$ cat src/design/hpm_pkg.sv
// shared constants and types of the hyphenation pattern matcher
package hpm_pkg;

    localparam int MAX_WORD    = 32;
    localparam int MAX_PATTERN = 8;
    localparam int TABLE_DEPTH = 4096;

    localparam int SYM_W   = 16;
    localparam int PRI_W   = 4;
    localparam int PLEN_W  = $clog2(MAX_PATTERN + 1);
    localparam int ADDR_W  = $clog2(TABLE_DEPTH);
    localparam int CNT_W   = $clog2(TABLE_DEPTH + 1);
    localparam int WLEN_W  = $clog2(MAX_WORD + 2);

    localparam logic [1:0] ACT_CLEAR   = 2'd0;
    localparam logic [1:0] ACT_PATTERN = 2'd1;
    localparam logic [1:0] ACT_WORD    = 2'd2;

    localparam logic [SYM_W-1:0] SYM_DIGIT0 = 16'h0030;
    localparam logic [SYM_W-1:0] SYM_DIGIT9 = 16'h0039;

    typedef struct packed {
        logic [PLEN_W-1:0]                  len;
        logic [MAX_PATTERN:0][PRI_W-1:0]    pri;
        logic [MAX_PATTERN-1:0][SYM_W-1:0]  sym;
    } t_entry;

    typedef struct packed {
        logic              en;
        logic [ADDR_W-1:0] addr;
        t_entry            data;
    } t_wr;

endpackage

$ cat src/design/hpm_asm.sv
// pattern assembly and pattern count
module hpm_asm (
    input  logic                       i_clk,
    input  logic                       i_rst_n,
    input  logic                       i_take,
    input  logic [1:0]                 i_action,
    input  logic [hpm_pkg::SYM_W-1:0]  i_symbol,
    input  logic                       i_last,
    output hpm_pkg::t_wr               o_wr,
    output logic [hpm_pkg::CNT_W-1:0]  o_count
);
    import hpm_pkg::*;

    logic [MAX_PATTERN-1:0][SYM_W-1:0] r_let, n_let;
    logic [MAX_PATTERN:0][PRI_W-1:0]   r_pri, n_pri;
    logic [PLEN_W-1:0]                 r_alen, n_alen;
    logic                              r_ovf, n_ovf;
    logic [CNT_W-1:0]                  r_count, n_count;
    logic                              digit;

    assign digit = (i_symbol >= SYM_DIGIT0) && (i_symbol <= SYM_DIGIT9);

    always_comb begin
        n_let   = r_let;
        n_pri   = r_pri;
        n_alen  = r_alen;
        n_ovf   = r_ovf;
        n_count = r_count;
        o_wr    = '0;
        if (i_take && i_action == ACT_CLEAR) begin
            n_count = '0;
            n_pri   = '0;
            n_alen  = '0;
            n_ovf   = 1'b0;
        end else if (i_take && i_action == ACT_PATTERN) begin
            if (digit && !r_ovf) begin
                n_pri[r_alen] = i_symbol[PRI_W-1:0];
            end else if (!digit && !r_ovf) begin
                if (r_alen >= PLEN_W'(MAX_PATTERN)) begin
                    n_ovf = 1'b1;
                end else begin
                    n_let[r_alen[$clog2(MAX_PATTERN)-1:0]] = i_symbol;
                    n_alen = r_alen + 1'b1;
                    n_pri[n_alen] = '0;
                end
            end
            if (i_last) begin
                o_wr.en   = !n_ovf && (r_count < CNT_W'(TABLE_DEPTH));
                o_wr.addr = r_count[ADDR_W-1:0];
                o_wr.data = '{len: n_alen, pri: n_pri, sym: n_let};
                if (o_wr.en) begin
                    n_count = r_count + 1'b1;
                end
                n_pri  = '0;
                n_alen = '0;
                n_ovf  = 1'b0;
            end
        end
    end

    always_ff @(posedge i_clk) begin
        r_let <= n_let;
        if (!i_rst_n) begin
            r_pri   <= '0;
            r_alen  <= '0;
            r_ovf   <= 1'b0;
            r_count <= '0;
        end else begin
            r_pri   <= n_pri;
            r_alen  <= n_alen;
            r_ovf   <= n_ovf;
            r_count <= n_count;
        end
    end

    assign o_count = r_count;

endmodule

$ cat config.mk
export PLATFORM = sky130hd
export DESIGN_NAME = hpm_asm
export DESIGN_NICKNAME = d
export VERILOG_FILES = /design/src/design/hpm_pkg.sv /design/src/design/hpm_asm.sv
export SDC_FILE = /design/constraint.sdc
export NUM_CORES = 1
export LEC_CHECK = 0
export ABC_CLOCK_PERIOD_IN_PS = 6500
export BUFFER_PORTS_ARGS = -buffer_cell sky130_fd_sc_hd__clkbuf_2
export CAP_MARGIN = 0
export CORE_AREA = 5 5 135 150
export CTS_CLUSTER_DIAMETER = 40
export DETAILED_ROUTE_END_ITERATION = 16
export DIE_AREA = 0 0 140 155
export PLACE_DENSITY = 0.8
export REMOVE_ABC_BUFFERS = 1
export SETUP_SLACK_MARGIN = 0.3
export SYNTH_ARGS = -nofsm -noshare
export SYNTH_HDL_FRONTEND = slang
export SYNTH_SLANG_ARGS = --single-unit
$ cat constraint.sdc
create_clock -name i_clk -period 6.5 [get_ports i_clk]
set_clock_uncertainty 0.05 [all_clocks]
set_input_delay 0.65 -clock i_clk [delete_from_list [all_inputs] [get_ports i_clk]]
set_output_delay 0.65 -clock i_clk [all_outputs]
set_load 0.1 [all_outputs]
==> metrics.txt <==
# TYPE chip_impl_metric gauge
chip_impl_metric{name="drt-pass1-iter-count",unit=""} 5
chip_impl_metric{name="irDropWorstVdd",unit="µV"} 182
chip_impl_metric{name="grt_first_pass_wirelength",unit="µm"} 38900
chip_impl_metric{name="finalNonFillerCells",unit=""} 1239
chip_impl_info{name="critical-path-slowest-cell",value="sky130_fd_sc_hd__nand4_1"} 1
chip_impl_metric{name="timing_worst_slew_pin_value",unit="ns"} 1.21
chip_impl_info{name="endpoint_kind",value="primary output"} 1
chip_impl_metric{name="synthesis.yosys.warnings",unit=""} 0
chip_impl_metric{name="aggregate_global_routing_overflow",unit=""} 0
chip_impl_metric{name="maximum_net_fanout_on_the_critical_path",unit=""} 18
chip_impl_metric{name="internal_power",unit="W"} 0.00188
chip_impl_metric{name="vias_in_the_first_global_route",unit=""} 7111
chip_impl_metric{name="clock_sinks",unit=""} 182
chip_impl_info{name="layout.cells.most_common_list",value="sky130_fd_sc_hd__clkbuf_2, sky130_fd_sc_hd__and2_1, sky130_fd_sc_hd__edfxtp_1"} 1
chip_impl_info{name="synth_top_flop_cell",value="sky130_fd_sc_hd__edfxtp_1"} 1
chip_impl_metric{name="die_h",unit="µm"} 155
chip_impl_metric{name="power_switching",unit="W"} 0.000658
chip_impl_metric{name="worst-r2r-setup-slack",unit="ns"} 3.09
chip_impl_metric{name="final-max-slew-violation-count",unit=""} 0
chip_impl_metric{name="dp_hpwl",unit="µm"} 16200
chip_impl_metric{name="achievable-frequency",unit="MHz"} 207
chip_impl_metric{name="total_routed_wire_length_on_the_met1_layer",unit="µm"} 10300
chip_impl_metric{name="synth_enable_flop_cells",unit=""} 128
chip_impl_metric{name="cts_resized",unit=""} 0
chip_impl_metric{name="grt_antenna_before_repair",unit=""} 0
chip_impl_metric{name="place_area",unit="µm²"} 10700
chip_impl_metric{name="post-place-cells",unit=""} 1207
chip_impl_metric{name="met3_length",unit="µm"} 1730
chip_impl_metric{name="finish.instance_area",unit="µm²"} 11300
chip_impl_metric{name="avgSynthCellArea",unit="µm²"} 11.9
chip_impl_metric{name="maxSlewHeadroom",unit="%"} 19.1
chip_impl_metric{name="die_width",unit="µm"} 140
chip_impl_metric{name="met2WireLength",unit="µm"} 12200
chip_impl_info{name="hold_class",value="reg -> reg"} 1
chip_impl_info{name="setup.worst_path.start_class",value="input pin"} 1
chip_impl_metric{name="clkSlewWorstSetupHoldPaths",unit="ns"} 0.07
chip_impl_metric{name="areaGrowthSynthToFinish",unit="%"} 19.6
chip_impl_metric{name="final_critical_path_time_including_i_o_delays_and_setup",unit="ns"} 4.82
chip_impl_metric{name="rows",unit=""} 53
chip_impl_metric{name="wl_per_cell",unit="µm"} 19.8
chip_impl_metric{name="power_frac_comb",unit="%"} 8.9
chip_impl_metric{name="drive_above_1_share",unit="%"} 40.4
chip_impl_metric{name="setup-violations-final",unit=""} 0
chip_impl_metric{name="place.gp.congestion",unit=""} 0.876
chip_impl_metric{name="post-cts-setup-buffer-count",unit=""} 0
chip_impl_metric{name="clk_latency",unit="ns"} 0.43
chip_impl_metric{name="power.clock.fraction",unit="%"} 41.4
chip_impl_info{name="leading_cell_type_in_the_layout_fill_and_taps_excluded",value="sky130_fd_sc_hd__clkbuf_2"} 1
chip_impl_info{name="critical_path.top_delay_family",value="simple AND/OR/NAND/NOR gates"} 1
chip_impl_metric{name="port_buffers",unit=""} 215
chip_impl_info{name="root_buffer",value="sky130_fd_sc_hd__clkbuf_16"} 1
chip_impl_metric{name="cts-buffers-inserted",unit=""} 17
chip_impl_metric{name="cp.required",unit="ns"} 5.80
chip_impl_metric{name="cts-hold-fix-buffers",unit=""} 0
chip_impl_metric{name="post_synth_num_cell_types",unit=""} 50
chip_impl_info{name="run_status",value="completed"} 1
chip_impl_metric{name="grt_usage",unit="%"} 22.3
chip_impl_metric{name="postSynthCellCount",unit=""} 796
chip_impl_metric{name="post-route-period-util",unit="%"} 74.2
chip_impl_metric{name="final.setup.tns",unit="ns"} 0
chip_impl_metric{name="setup_ws",unit="ns"} 1.68
chip_impl_metric{name="grt_max_degree",unit=""} 83
chip_impl_info{name="highest_layer",value="met4"} 1
chip_impl_metric{name="first_iter_violations",unit=""} 545
chip_impl_metric{name="mean_number_of_vias_per_cell",unit=""} 5.69
chip_impl_metric{name="vias",unit=""} 7052
chip_impl_metric{name="cellLeakagePower",unit="nW"} 4.46
chip_impl_metric{name="cp_max_stage_delay",unit="ns"} 1.06
chip_impl_metric{name="sequentialPowerShare",unit="%"} 49.7
chip_impl_metric{name="num-nets-final",unit=""} 1009
chip_impl_metric{name="diodes",unit=""} 0
chip_impl_metric{name="power.switching_fraction",unit="%"} 25.9
chip_impl_metric{name="synth.cell_area",unit="µm²"} 9470
chip_impl_info{name="timing.critical_path.cells",value="clkbuf_2, o21ai_0, a41oi_1, nand4_1, mux2_2, and2_1, clkbuf_2"} 1
chip_impl_metric{name="yosysSeqAreaShare",unit="%"} 52.0
chip_impl_metric{name="core_area",unit="µm²"} 18700
chip_impl_metric{name="io_pins",unit=""} 216
chip_impl_metric{name="max-cap-violations",unit=""} 0
chip_impl_metric{name="cp_num_buf_inv",unit=""} 2
chip_impl_metric{name="layout.filler_cells",unit=""} 1585
chip_impl_info{name="worstSetupPathType",value="in -> out"} 1
chip_impl_metric{name="dp_worst_setup_slack",unit="ns"} 1.65
chip_impl_metric{name="fp.dieArea",unit="µm²"} 21700
chip_impl_metric{name="cts-htree-levels",unit=""} 4
chip_impl_info{name="rsz0062_at_grt",value="false"} 1
chip_impl_metric{name="worst_path_arrival",unit="ns"} 4.12
chip_impl_metric{name="drt_wl_total",unit="µm"} 24500
chip_impl_info{name="path_common_cell",value="sky130_fd_sc_hd__clkbuf_2"} 1
chip_impl_metric{name="synth_seq_cells",unit=""} 182
chip_impl_metric{name="drt.antenna.violating_nets",unit=""} 0
chip_impl_metric{name="fraction_of_synthesis_flops_using_an_asynchronous_set_or_reset_pin",unit="%"} 0
chip_impl_metric{name="start_util",unit="%"} 50.6
chip_impl_metric{name="drc_errors",unit=""} 0
chip_impl_metric{name="hold_violations",unit=""} 0
chip_impl_metric{name="power.density",unit="nW/µm²"} 224
chip_impl_metric{name="cts-root-to-sink-buffers",unit=""} 2
chip_impl_metric{name="totalPowerFinal",unit="W"} 0.00254
chip_impl_info{name="cts_tree",value="built"} 1
-- flip-flops by register name, summed over array words and instances (netlist names) --
name	flops
r_let	128
r_ovf	1
o_count	13
r_alen	4
r_pri	36
-- path summary, 6_finish.rpt --
| kind | startpoint | endpoint | depth (start not counted) |
|---|---|---|---|
| worst max-delay path | i_symbol[3] | o_wr[36] | 7 |
| worst min-delay path | r_pri[26] | r_pri[26] | 1 |
| worst max register to register | r_ovf | r_let[36] | 4 |
| worst min register to register | r_pri[26] | r_pri[26] | 1 |
-- routing by layer --
metal | vias up | global-route usage, %
met1 | 3462 | 28.5
met4 | 0 | 6.32
met5 | - | 0
met3 | 24 | 5.81
met2 | 241 | 37.8
li1 | 3325 | -
-- power by group through the flow --
stage	Sequential (W)	Clock, W	Combinational (W)
floorplan	0.00129	0	0.000162
global placement	0.00129	0	0.000223
detailed placement	0.00129	0	0.000225
CTS	0.00126	0.00107	0.000226
global route	0.00127	0.00112	0.000238
finish	0.00126	0.00105	0.000225
-- worst reg2reg max path: cells and delay by family, from the launching register on --
family,cells,cell delay [ns]
compound gates,1,0.54
flops,1,0.44
mux,1,0.66
simple gates,2,1.45
-- layout make-up --
cell class                 instances  area (µm²)  share of cell area (%)
timing repair buffer             225        1150                    10.2
sequential                       182        4920                    43.5
clock inverter                    15         163                    1.44
tap                              247         309                    2.73
inverter                           9        36.3                   0.320
clock buffer                      17         425                    3.76
multi-input combinational        544        4310                    38.1
-- metrics by stage --
stage / hold slack, ns / utilization (%)
finish: 0.431 / 60.6
global route: 0.440 / 60.6
CTS: 0.428 / 60.6
detailed placement: 0.407 / 57.4
global placement: 0.408 / 57.4
floorplan: 0.393 / -
-- cells in the mapped netlist, types with 3 or more instances --
library cell,n,area [µm²]
sky130_fd_sc_hd__o31ai_1,7,52.6
sky130_fd_sc_hd__nor2_1,31,116
sky130_fd_sc_hd__mux2i_1,6,60.1
sky130_fd_sc_hd__buf_2,4,20.0
sky130_fd_sc_hd__o21ai_0,7,35.0
sky130_fd_sc_hd__ha_1,8,100
sky130_fd_sc_hd__nand2b_1,6,37.5
sky130_fd_sc_hd__a32o_1,24,240
sky130_fd_sc_hd__nor3_1,15,75.1
sky130_fd_sc_hd__a22o_1,48,420
sky130_fd_sc_hd__and3_1,8,50.1
sky130_fd_sc_hd__o21a_1,3,22.5
sky130_fd_sc_hd__or2_2,3,18.8
sky130_fd_sc_hd__nand4_1,5,31.3
sky130_fd_sc_hd__edfxtp_1,128,3840
sky130_fd_sc_hd__a21oi_1,12,60.1
sky130_fd_sc_hd__nor4_1,7,43.8
sky130_fd_sc_hd__inv_1,7,26.3
sky130_fd_sc_hd__buf_1,8,30.0
sky130_fd_sc_hd__or3_1,4,25.0
sky130_fd_sc_hd__mux2_2,125,1410
sky130_fd_sc_hd__or4_4,3,33.8
sky130_fd_sc_hd__and2_1,148,926
sky130_fd_sc_hd__dfxtp_1,54,1080
sky130_fd_sc_hd__nand2_1,25,93.8
sky130_fd_sc_hd__nor4_2,7,87.6
sky130_fd_sc_hd__mux2_1,3,33.8
sky130_fd_sc_hd__xnor2_1,5,43.8
sky130_fd_sc_hd__a211oi_1,5,37.5
sky130_fd_sc_hd__clkbuf_1,47,176
sky130_fd_sc_hd__nand3_1,10,50.1
-- kinds of logic (layout without fill, tap and decap cells) --
group | count (synthesis) | after routing | synth area share (%)
adders and majority gates | 8 | 8 | 1.06
and+or+nand+nor | 282 | 282 | 17.7
muxes | 134 | 134 | 15.9
DFF | 182 | 182 | 52.0
buffers and inverters | 70 | 266 | 2.92
AOI/OAI and AO/OA | 115 | 115 | 10.0
xor gates and xnor gates | 5 | 5 | 0.462
No activity file was read; power rests on OpenSTA's default activity.
